File: src/sv/swrm_pkg.sv
// shared types and constants for the stack with remove-minimum
package swrm_pkg;

  localparam int unsigned KEY_W     = 64;
  localparam int unsigned IO_PAY_W  = 32;

  typedef enum logic [1:0] {
    ACT_PUSH   = 2'd0,
    ACT_POP    = 2'd1,
    ACT_REMMIN = 2'd2,
    ACT_CLEAR  = 2'd3
  } action_e;

  typedef enum logic [2:0] {
    ST_IDLE,
    ST_POP,
    ST_SCAN,
    ST_COMPACT,
    ST_DONE
  } state_e;

  typedef enum logic [1:0] {
    SRC_ZERO,
    SRC_RD,
    SRC_MIN
  } out_src_e;

  typedef enum logic [1:0] {
    CNT_HOLD,
    CNT_INC,
    CNT_DEC,
    CNT_CLR
  } cnt_op_e;

  typedef struct packed {
    logic     out_load;
    logic     out_ok;
    out_src_e out_src;
    cnt_op_e  cnt_op;
    logic     push_wr;
    logic     pop_rd;
    logic     scan_start;
    logic     scan_step;
    logic     compact_step;
  } cmd_t;

  typedef struct packed {
    logic empty;
    logic full;
    logic out_free;
    logic idx_zero;
    logic idx_last;
  } status_t;

endpackage

File: src/sv/swrm_ctrl.sv
// controller state machine sequencing push, pop, remove-minimum and clear
module swrm_ctrl (
  input  logic             clk_i,
  input  logic             rst_ni,
  input  logic             in_valid_i,
  output logic             in_stall_o,
  input  logic [1:0]       action_i,
  input  swrm_pkg::status_t status_i,
  output swrm_pkg::cmd_t   cmd_o
);

  swrm_pkg::state_e state_q, state_d;

  always_ff @(posedge clk_i or negedge rst_ni) begin
    if (!rst_ni) begin
      state_q <= swrm_pkg::ST_IDLE;
    end else begin
      state_q <= state_d;
    end
  end

  always_comb begin
    state_d    = state_q;
    cmd_o      = '0;
    cmd_o.out_src = swrm_pkg::SRC_ZERO;
    cmd_o.cnt_op  = swrm_pkg::CNT_HOLD;
    in_stall_o = 1'b1;
    unique case (state_q)
      swrm_pkg::ST_IDLE: begin
        in_stall_o = !status_i.out_free;
        if (in_valid_i && status_i.out_free) begin
          unique case (swrm_pkg::action_e'(action_i))
            swrm_pkg::ACT_PUSH: begin
              cmd_o.out_load = 1'b1;
              if (!status_i.full) begin
                cmd_o.push_wr = 1'b1;
                cmd_o.cnt_op  = swrm_pkg::CNT_INC;
                cmd_o.out_ok  = 1'b1;
              end
            end
            swrm_pkg::ACT_POP: begin
              if (status_i.empty) begin
                cmd_o.out_load = 1'b1;
              end else begin
                cmd_o.pop_rd = 1'b1;
                cmd_o.cnt_op = swrm_pkg::CNT_DEC;
                state_d      = swrm_pkg::ST_POP;
              end
            end
            swrm_pkg::ACT_REMMIN: begin
              if (status_i.empty) begin
                cmd_o.out_load = 1'b1;
              end else begin
                cmd_o.scan_start = 1'b1;
                state_d          = swrm_pkg::ST_SCAN;
              end
            end
            swrm_pkg::ACT_CLEAR: begin
              cmd_o.out_load = 1'b1;
              cmd_o.out_ok   = 1'b1;
              cmd_o.cnt_op   = swrm_pkg::CNT_CLR;
            end
            default: ;
          endcase
        end
      end
      swrm_pkg::ST_POP: begin
        if (status_i.out_free) begin
          cmd_o.out_load = 1'b1;
          cmd_o.out_ok   = 1'b1;
          cmd_o.out_src  = swrm_pkg::SRC_RD;
          state_d        = swrm_pkg::ST_IDLE;
        end
      end
      swrm_pkg::ST_SCAN: begin
        cmd_o.scan_step = 1'b1;
        if (status_i.idx_zero) begin
          state_d = swrm_pkg::ST_COMPACT;
        end
      end
      swrm_pkg::ST_COMPACT: begin
        cmd_o.compact_step = 1'b1;
        if (status_i.idx_last) begin
          state_d = swrm_pkg::ST_DONE;
        end
      end
      swrm_pkg::ST_DONE: begin
        if (status_i.out_free) begin
          cmd_o.out_load = 1'b1;
          cmd_o.out_ok   = 1'b1;
          cmd_o.out_src  = swrm_pkg::SRC_MIN;
          state_d        = swrm_pkg::ST_IDLE;
        end
      end
      default: state_d = swrm_pkg::ST_IDLE;
    endcase
  end

endmodule

File: config.mk
export PLATFORM = sky130hd
export DESIGN_NAME = swrm_ctrl
export DESIGN_NICKNAME = d
export VERILOG_FILES = /design/src/sv/swrm_pkg.sv /design/src/sv/swrm_ctrl.sv
export SDC_FILE = /design/constraint.sdc
export NUM_CORES = 1
export LEC_CHECK = 0
export BUFFER_PORTS_ARGS = -buffer_cell sky130_fd_sc_hd__buf_2
export CAP_MARGIN = 20
export CORE_AREA = 2 2 39 41
export DETAILED_ROUTE_END_ITERATION = 6
export DIE_AREA = 0 0 41 43
export SLEW_MARGIN = 10
export SYNTH_ARGS = -nofsm -noshare
export SYNTH_HDL_FRONTEND = slang
export SYNTH_SLANG_ARGS = --single-unit
export TNS_END_PERCENT = 10
File: constraint.sdc
create_clock -name clk_i -period 2.9 [get_ports clk_i]
set_input_delay 0.58 -clock clk_i [delete_from_list [all_inputs] [get_ports clk_i]]
set_output_delay 0.58 -clock clk_i [all_outputs]
set_load 0.1 [all_outputs]
# Yosys cells after proc, flatten, opt, wreduce, memory -nomap -nowiden
# Cells that the tools add are included.
[op_classes]
eq_ne = 14
n_mux = 29
n_reduce_logical = 8
[op_table]
columns = ["operator", "count"]
rows = [
  ["$mux W3", 6],
  ["$pmux W2 S3", 2],
  ["$pmux W3 S4", 1],
  ["$mux W5", 2],
  ["$mux W1", 9],
  ["$mux W4", 2],
  ["$reduce_and A7 Y1", 1],
  ["$eq A3 B2 Y1 const B", 2],
  ["$mux W2", 3],
  ["$ne A2 B2 Y1 const B", 3],
  ["$ne A3 B3 Y1 const B", 2],
  ["$pmux W3 S2", 1],
  ["$reduce_or A2 Y1", 3],
  ["$eq A2 B2 Y1 const B", 2],
  ["$pmux W1 S2", 2],
  ["$pmux W2 S2", 1],
  ["$eq A3 B1 Y1 const B", 1],
  ["$eq A3 B3 Y1 const B", 1],
  ["$logic_not A3 Y1", 1],
  ["$ne A3 B1 Y1 const B", 1],
  ["$eq A2 B1 Y1 const B", 1],
  ["$logic_not A2 Y1", 1],
  ["$ne A2 B1 Y1 const B", 1],
  ["$logic_and A1 B1 Y1", 1],
  ["$logic_not A1 Y1", 1],
]
[word_totals]
reg_bits = 3
in_bits = 10

# Depth between registers and ports, before layout
# Gate-level depths: netlist of the first run.
[depth]
depth_word = 5
ltp_mapped = 5
mapped_depth_nobuf = 5

# Worst setup path after synthesis of the first run
# OpenSTA, ideal clock, no wires.
[synth_path]
kind = "input to output"
start = "input port status_i[2] in the netlist's numbering"
end = "output port cmd_o[7] in the netlist's numbering"
t_arrival_ns = 3.809
t_required_ns = 2.320
path_slack_ns = -1.489
path_stages = 2
n_path_buf = 1
path_cell_list = "buf_4 nor4b_1"
[synth_lines]
columns = ["item", "line_no", "source"]
rows = [
  ["start, declared", "swrm_ctrl.sv:8", "input swrm_pkg::status_t status_i,"],
  ["end, declared", "swrm_ctrl.sv:9", "output swrm_pkg::cmd_t cmd_o"],
]

==> results of run 1 <==
metal layers:
layer	part of all wire, %	routed length (um)	track usage [%]	vias up
met5	0	0	0	-
met3	5.5	46	3.14	0
met4	0	0	8.00	0
li1	-	-	-	209
met1	47	393	11.6	180
met2	48	400	15.3	10
worst reg2reg max path: stages, from the launching register on:
cell and delay (ps):
dfrtp_1 450, nor2_4 190, nand4b_4 190, o32ai_2 270
power by group through the flow:
stage	registers, mW	logic [mW]	clock network [mW]
6_report	0.0927	0.441	0.0722
5_1_grt	0.0968	0.463	0.0791
4_1_cts	0.0930	0.444	0.0751
3_5_place_dp	0.0938	0.443	0
3_3_place_gp	0.0932	0.442	0
2_1_floorplan	0.0830	0.393	0
cells by family (layout without fill, tap and decap cells):
group | count (synthesis) | count (layout)
compound gates | 9 | 9
xor+xnor | 1 | 1
fa+ha+maj | 4 | 4
buf+inv | 6 | 29
flops | 3 | 3
simple gates | 23 | 23
layout by cell type (no fill, tap or decap), types with 2 or more instances in the layout:
master | synthesis | routed
clkbuf_4 | 0 | 3
nand3b_1 | 2 | 2
nor2_1 | 4 | 4
dfrtp_1 | 3 | 3
a21oi_1 | 2 | 2
inv_1 | 4 | 4
buf_2 | 1 | 21
nand2_1 | 3 | 3
nor3b_2 | 1 | 2
ha_1 | 4 | 4
layout make-up:
| cell class | count | area (um^2) |
|---|---|---|
| Fill cell | 156 | 833 |
| Multi-Input combinational cell | 37 | 309 |
| Timing Repair Buffer | 21 | 105 |
| Sequential cell | 3 | 75.1 |
| Clock buffer | 4 | 26.3 |
| Tap cell | 16 | 20.0 |
| Inverter | 4 | 15.0 |
through the flow:
stage / total power, mW / TNS (ps) / cell area, um^2
3_5_place_dp: 0.537 / 0 / 524
2_1_floorplan: 0.476 / -232 / 412
5_1_grt: 0.639 / 0 / 551
4_1_cts: 0.612 / 0 / 551
3_3_place_gp: 0.535 / 0 / 524
6_report: 0.606 / 0 / 551
path summary, 6_finish.rpt:
check | start | end | slack (ps)
min in group clk_i | state_q[2] | state_q[1] | 640
max | action_i[1] | cmd_o[6] | 550
max in group asynchronous | rst_ni | state_q[1] | 2660
min reg2reg | state_q[2] | state_q[1] | 640
max reg2reg | state_q[1] | state_q[0] | 1690
min | rst_ni | state_q[0] | 140
==> metrics.md, run 1 <==
| Metric | Value |
|---|---|
| Peak VDD IR | 389 uV |
| Slew margin rel. | 67.9% |
| Critical-path top delay cell | buf_2 |
| Critical path class | in -> out |
| Final setup fails | 0 |
| F_max | 0.426 GHz |
| Starting density of the core | 28.9% |
| Synth cell types | 29 |
| Most common cell on crit path | buf_2 |
| Adder-cell area share of the yosys netlist | between 10% and 20% |
| Clk pin slew, worst setup/hold paths | approximately 40 ps |
| Syn Nets | 60 |
| Simple-gate area share of the yosys netlist | 42.5% |
| Resize count post-CTS | 0 |
| Synthesized area | 400 um^2 |
| Area Overhead vs Synth | 37.5% |
| Comb pwr share | 72.8% |
| Num rows | 14 |
| Hold-fix buffers, CTS | 0 |
| Main combinational cell family by area after synthesis | simple AND/OR/NAND/NOR gates |
| Pre-CTS WS | 546 ps |
| CP top delay family | buffers and inverters |
| Final Max Slew Viols | 0 |
| P_int | 0.203 mW |
| Buffers on Ports | 21 |
| Post-layout nets | 84 |
| CP peak stage delay | 410 ps |
| Number of global-route vias before repair | approximately 330 |
| Leakage power | between 0.2 and 0.3 nW |
| Clock sink total | 3 |
| Status | completed |
| Largest net degree at the start of global routing | 10 |
| WP data arrival | 1770 ps |
| Pwr Density | 1100 mW/mm^2 |
| Total congestion overflow | 0 |
| H-Tree Depth | 1 |
| Finished Layout Cells | 85 |
| Total track usage | between 10% and 20% |
| Initial drt markers | 5 |
| Count of max-cap constraint violations | 0 |
| Synth cell count leaders | ha_1 (4), inv_1 (4), nor2_1 (4) |
| Dpl cells | 81 |
| Setup Skew | 0.331 ps |
| Worst setup margin | 554 ps |
| Top FF cell, synth | dfrtp_1 |
| CTS tree | built |
| Switch share | 66.5% |
| Regs by FF count | state_q (3) |
| Antenna violations before repair | 0 |
| Minimum clock period after layout | ~2300 ps |
| Post-synthesis compound-gate area fraction | 17.2% |
| Die Ht | ~43 um |
| Fin. Hold Viols | 0 |
| Core area | 0.00138 mm^2 |
| Synth Area per Inst | 8.70 um^2 |
| CTS Buffer Depth | 2 |
| Worst hold path class | in -> async |
| Mux cell area share after synthesis | 0% |
| Clk network pwr share | 11.9% |
| Ports | 22 |
| Top area cells in the synthesized netlist | dfrtp_1 (19%), ha_1 (13%), nand4b_4 (5.9%) |
| #FFs+latches synth | 3 |
| Final WL | between 800 and 900 um |
| Largest register FFs | 3 |
| Post-Synth XOR/XNOR Area | 2.19% |
| Crit path buffers/inverters | 3 |
| Worst-skew pair later-pin latency | 230 ps |
| Top reg by flops | state_q |
| Hpwl dp | 683 um |
| Antenna cell count | 0 |
| Vias per Instance | ~4.7 |
| Seq pwr share | 15.3% |
| Setup Buffers After CTS | 0 |
| Global-route wire length before repair | 1220 um |
| Biggest area consumer among synthesized cells | dfrtp_1 |
| RSZ-0062 raised after global routing | false |
| Number of buffers created by CTS | 3 |
| Die Area | between 0.0015 and 0.002 mm^2 |
| Switching power total | 0.402 mW |
| Critical Path Source Type | input port |
| WL/cell | a little under 10 um |
| Share of the synthesized area in the top cell type | between 10% and 20% |
| Ys Warns | 0 |
| DRC Markers | 0 |
| Die X | 41 um |
| Post-synthesis sequential area ratio | 18.8% |
| Routed Antenna Nets | 0 |
| Final core occ | 39.8% |
| Fraction of layout cells with a size suffix above 1 | 47.8% |
| Worst reg2reg path depth | 3 |
| Post-synth EDFFs | 0 |
| Slew @ Worst Pin | roughly 480 ps |
| Period utilization | around four fifths |
| Hold slack | 138 ps |
| Worst Path Max Fanout | 5 |
| Asr flop ratio synth | 100% |
| DRT Pass-1 Iters | 2 |
| Required @ worst endpoint | 2320 ps |
| Post-Syn Instances | between 40 and 50 |
| CP Cell Sequence | buf_2 > inv_1 > ha_1 > nand2b_1 > o21ai_0 > and2b_2 > buf_2 |
| RD Place Congestion | ~0.68 |
| Vias | 399 |
| Root buf cell | clkbuf_4 |
| Levels on crit path | 7 |
| Kind of end point of the critical path | output port |
(Power assumes the default switching activity.)
==> inputs of run 2 (changes only) <==
Settings changed: ABC_AREA set to 1.
Clock period 2.9 ns to 2.4 ns, I/O delays scaled along.
==> metrics.md, run 2 <==
| Metric | Value |
|---|---|
| Status | completed |
| Root buf cell | clkbuf_4 |
| Total track usage | a little under an eighth |
| RD Place Congestion | a little under 0.8 |
| Slew margin rel. | 67.7% |
| Hpwl dp | around 800 um |
| Critical Path Source Type | flop |
| WL/cell | 8.19 um |
| Critical path class | reg -> out |
| Final setup fails | 0 |
| Num rows | 14 |
| Required @ worst endpoint | 1920 ps |
| Most frequent cells in the layout | buf_2 (20), nand2_1 (14), inv_1 (11) |
| Setup Buffers After CTS | 0 |
| Post-Syn Instances | 67 |
| WP data arrival | 1730 ps |
| CTS tree | built |
| Global-route wire length before repair | 1390 um |
| Worst Path Max Fanout | 5 |
| CP peak stage delay | 430 ps |
| DRT Pass-1 Iters | 4 |
| Pwr Density | 1500 mW/mm^2 |
| Die Area | 0.00176 mm^2 |
| CP Cell Sequence | nor2_2 > nand2_2 > nor2_4 > o21ai_1 > a21oi_1 > buf_2 |
| Area Overhead vs Synth | 40.3% |
| Regs by FF count | state_q (3) |
| H-Tree Depth | 1 |
| F_max | 0.453 GHz |
| Clk pin slew, worst setup/hold paths | approximately 30 ps |
| Slew @ Worst Pin | 489 ps |
| Post-synth EDFFs | 0 |
| Antenna cell count | 0 |
| Leakage power | 0.351 nW |
| Total Power | roughly 0.89 mW |
| Met3 Usage GRT | 4.71% |
| Hold slack | about 36 ps |
| Ports | 22 |
| Synth Area per Inst | 6.35 um^2 |
| Period utilization | 92.0% |
| Share of the synthesized area in the top cell type | 17.6% |
| RSZ-0062 raised after global routing | false |
| Buffers on Ports | 21 |
| Global-route met2 utilization | 14.4% |
| Fin. Hold Viols | 0 |
| Core area | 0.00138 mm^2 |
| Fraction of layout cells with a size suffix above 1 | 42.4% |
| Number of global-route vias before repair | ~350 |
| Most frequent cell after synthesis | nand2_1 |
| Final WL | just under 900 um |
| Starting density of the core | 30.7% |
| Die X | between 40 and 50 um |
| Routed Antenna Nets | 0 |
| Vias | ~470 |
| Largest net degree at the start of global routing | 6 |
| Initial drt markers | 4 |
| Antenna violations before repair | 0 |
| Biggest area consumer among synthesized cells | dfrtp_1 |
| Worst reg2reg path depth | 6 |
| Kind of end point of the critical path | output port |
| Critical-path top delay cell | buf_2 |
| #FFs+latches synth | 3 |
| DRC Markers | 0 |
| Synth cell types | 18 |
| Reg2reg start | state_q[1] |
| Peak VDD IR | approximately 470 uV |
| Top area cells in the synthesized netlist | dfrtp_1 (18%), nand2_1 (12%), ha_1 (12%) |
| Hold-fix buffers, CTS | 0 |
| Commonest non-fill, non-tap cell in the layout | buf_2 |
| Minimum clock period after layout | between 2000 and 2500 ps |
| Number of buffers created by CTS | 3 |
| FF-to-FF setup slack | 1200 ps |
| Worst hold path class | in -> async |
| Setup Skew | 1.01 ps |
| Largest register FFs | 3 |
| Clock sink total | 3 |
| Die Ht | 43 um |
| Critical R2R Capture | state_q[0] |
| Top FF cell, synth | dfrtp_1 |
| Syn Nets | 81 |
| Count of max-cap constraint violations | 0 |
| Vias per Instance | 4.36 |
| Post-layout nets | 107 |
| Worst-skew pair later-pin latency | 230 ps |
| Total congestion overflow | 0 |
| Synth cell count leaders | nand2_1 (14), inv_1 (11), nand3_1 (7) |
| Final Max Slew Viols | 0 |
| Busiest layer in global routing | met1 |
| Resize count post-CTS | 0 |
| Asr flop ratio synth | 100% |
| Synthesized area | about 430 um^2 |
| CTS Buffer Depth | 2 |
| Met1 Use GR | 17.9% |
| Top reg by flops | state_q |
| Ys Warns | 0 |
| Post-synthesis sequential area ratio | 17.6% |
==> run 2: changes by cell type after synthesis, moves of 3 or more <==
cell     change
nand2_1     +11
inv_1        +7
nand3_1      +6
nor2_2       +4
nand2_2      +3
==> run 2: area by class of cell <==
class,count,area [um^2]
fillers,159,787
multi-input cells,51,307
repair buffers,21,120
flip-flops and latches,3,75.1
inverters,13,48.8
clock buffers,4,26.3
well taps,16,20.0
==> run 2: logic make-up after synthesis <==
| logic type | share of synthesized area (%) |
|---|---|
| adder cells (fa/ha/maj) | 11.8 |
| buffers and inverters | 11.5 |
| AND/OR/NAND/NOR | 42.9 |
| AO/OA/AOI/OAI | 16.2 |
| flip-flops | 17.6 |
==> run 2: how the worst max path moves through the flow <==
stage	from	end	slack (ps)	cells past startpoint
6_report	state_q[1]	cmd_o[5]	190	6
5_1_grt	state_q[1]	cmd_o[6]	60	6
4_1_cts	state_q[1]	cmd_o[5]	170	6
3_5_place_dp	action_i[1]	cmd_o[10]	350	7
3_3_place_gp	action_i[1]	cmd_o[10]	360	7
2_1_floorplan	state_q[1]	cmd_o[5]	-430	5
==> run 2: routing by layer <==
metal | share of wire, % | vias to the layer above
met5 | 0 | -
met2 | 45 | 15
met4 | 0 | 0
met1 | 48 | 195
li1 | - | 261
met3 | 6.8 | 0
==> run 2: critical path: cells and delay by family, from the launching register on <==
kind                   cells  cell delay [ps]
buffers and inverters      1              430
AO/OA/AOI/OAI              2              200
flip-flops                 1              410
AND/OR/NAND/NOR            3              460
==> run 2: metrics by stage <==
step / cell area, um^2 / cells / TNS [ps] / setup WS (ps) / util (%)
finish: 597 / 108 / 0 / 191 / 43.1
global route: 597 / 108 / 0 / 56.4 / 43.1
CTS: 597 / 108 / 0 / 171 / 43.1
detailed placement: 571 / 104 / 0 / 345 / 41.2
global placement: 571 / 104 / 0 / 355 / 41.2
floorplan: 430 / 67 / -1640 / -434 / -
==> run 2: power breakdown <==
| group | internal [mW] | switching (mW) | leakage (nW) |
|---|---|---|---|
| sequential | 0.0718 | 0.0262 | 0.0399 |
| clock | 0.0622 | 0.0240 | 0.0150 |
| combinational | 0.157 | 0.551 | 0.296 |
==> inputs of run 3 (changes only) <==
Settings changed: ABC_AREA 1 to 0, MAX_ROUTING_LAYER set to met4.
Clock period 2.4 ns to 2.14 ns, I/O delays scaled along.
==> metrics.md, run 3 (synthesized netlist as in run 1, its figures left out) <==
| Metric | Value |
|---|---|
| Status | completed |
| Slew margin rel. | 68.0% |
| Worst Path Max Fanout | 8 |
| Core area | approximately 0.0014 mm^2 |
| Antenna violations before repair | 0 |
| Worst setup margin | 105 ps |
| H-Tree Depth | 1 |
| Critical-path top delay cell | dfrtp_1 |
| CTS Buffer Depth | 2 |
| Levels on crit path | 4 |
| DP Area | 629 um^2 |
| Number of global-route vias before repair | 366 |
| Antenna cell count | 0 |
| Required @ worst endpoint | about 1700 ps |
| Critical R2R Capture | state_q[0] |
| WP data arrival | around 1600 ps |
| Commonest non-fill, non-tap cell in the layout | buf_2 |
| Most frequent cells in the layout | buf_2 (14), buf_12 (7), inv_1 (4), nor2_1 (4), ha_1 (4) |
| Period utilization | 95.1% |
| Largest net degree at the start of global routing | 10 |
| Number of buffers created by CTS | 3 |
| Pwr Density | 1350 mW/mm^2 |
| Hold slack | around 530 ps |
| Total congestion overflow | 0 |
| Starting density of the core | 28.9% |
| Critical Path Source Type | flop |
| Top reg by flops | state_q |
| Vias | 416 |
| Fraction of layout cells with a size suffix above 1 | 47.1% |
| DRC Markers | 0 |
| Ports | 22 |
| Worst reg2reg path depth | 3 |
| Die Area | 0.00176 mm^2 |
| CP Launch Point | state_q[1] |
| Setup Buffers After CTS | 0 |
| Post-layout nets | 85 |
| Leakage power | 0.317 nW |
| Peak VDD IR | 528 uV |
| Clock sink total | 3 |
| CP Cell Sequence | nor2_4 > nand4b_4 > nor3b_2 > buf_12 |
| Final Max Slew Viols | 0 |
| Minimum clock period after layout | 2030 ps |
| CP top delay family | simple AND/OR/NAND/NOR gates |
| Fin. Hold Viols | 0 |
| Setup tns final | 0 ps |
| Reg2reg start | state_q[1] |
| Vias per Instance | 4.84 |
| CTS tree | built |
| Largest register FFs | 3 |
| Die Ht | 43 um |
| Hpwl dp | 735 um |
| Pre-CTS WS | between 200 and 250 ps |
| Initial drt markers | 6 |
| DRT Pass-1 Iters | 4 |
| Routed Antenna Nets | 0 |
| Count of max-cap constraint violations | 0 |
| Dpl cells | 81 |
| Crit path buffers/inverters | 1 |
| WL/cell | 10.4 um |
| Final WL | 898 um |
| Regs by FF count | state_q (3) |
| Fill cell total of the finished layout | 139 |
| Slew @ Worst Pin | 483 ps |
| Total track usage | between 10% and 20% |
| RSZ-0062 raised after global routing | false |
| Final core occ | 48.7% |
| Worst hold path class | in -> async |
| Global-route wire length before repair | 1440 um |
| Num rows | 14 |
| Worst-skew pair later-pin latency | 230 ps |
| Critical path class | reg -> out |
| CP peak stage delay | 460 ps |
| Clk pin slew, worst setup/hold paths | 40 ps |
| Finished Layout Cells | 86 |
| FF-to-FF setup slack | about 910 ps |
| Setup Skew | around 0.12 ps |
| Design Area, Final | 674 um^2 |
| Root buf cell | clkbuf_4 |
| Final setup fails | 0 |
| RD Place Congestion | 0.783 |
| Total Power | 0.909 mW |
| Die X | 41 um |
| Area Overhead vs Synth | 68.4% |
| Buffers on Ports | 21 |
| F_max | 0.491 GHz |
| Kind of end point of the critical path | output port |
[run 3: worst max path at each step]
stage | to | slack [ps]
global placement | cmd_o[10] | 250
global route | cmd_o[2] | 10
CTS | cmd_o[9] | 60
floorplan | cmd_o[7] | -580
finish | cmd_o[2] | 110
detailed placement | cmd_o[10] | 230
[run 3: what timing repair did]
action | CTS | global route
hold buffers | 1 | 0
endpoints found under the setup margin | 0 | 1
endpoints found under the hold margin | 3 | 0
resized for setup | 0 | 1
[run 3: power by group]
| part | switching (mW) | total [mW] | internal (mW) |
|---|---|---|---|
| combinational | 0.486 | 0.683 | 0.197 |
| sequential | 0.0487 | 0.126 | 0.0774 |
| clock | 0.0301 | 0.100 | 0.0699 |
[run 3: area by class of cell]
class                      instances  area, um^2  area share (%)
multi-input combinational         37         318            47.1
clock buffer                       4        26.3            3.90
tap                               16        20.0            2.97
timing repair buffer              22         220            32.7
sequential                         3        75.1            11.1
inverter                           4        15.0            2.23
[run 3: layer usage]
metal	GRT usage [%]	vias to the layer above	part of all wire [%]
li1	-	214	-
met1	15.2	190	46
met2	16.3	12	49
met3	3.14	0	4.7
met4	10.0	0	0
met5	-	-	0
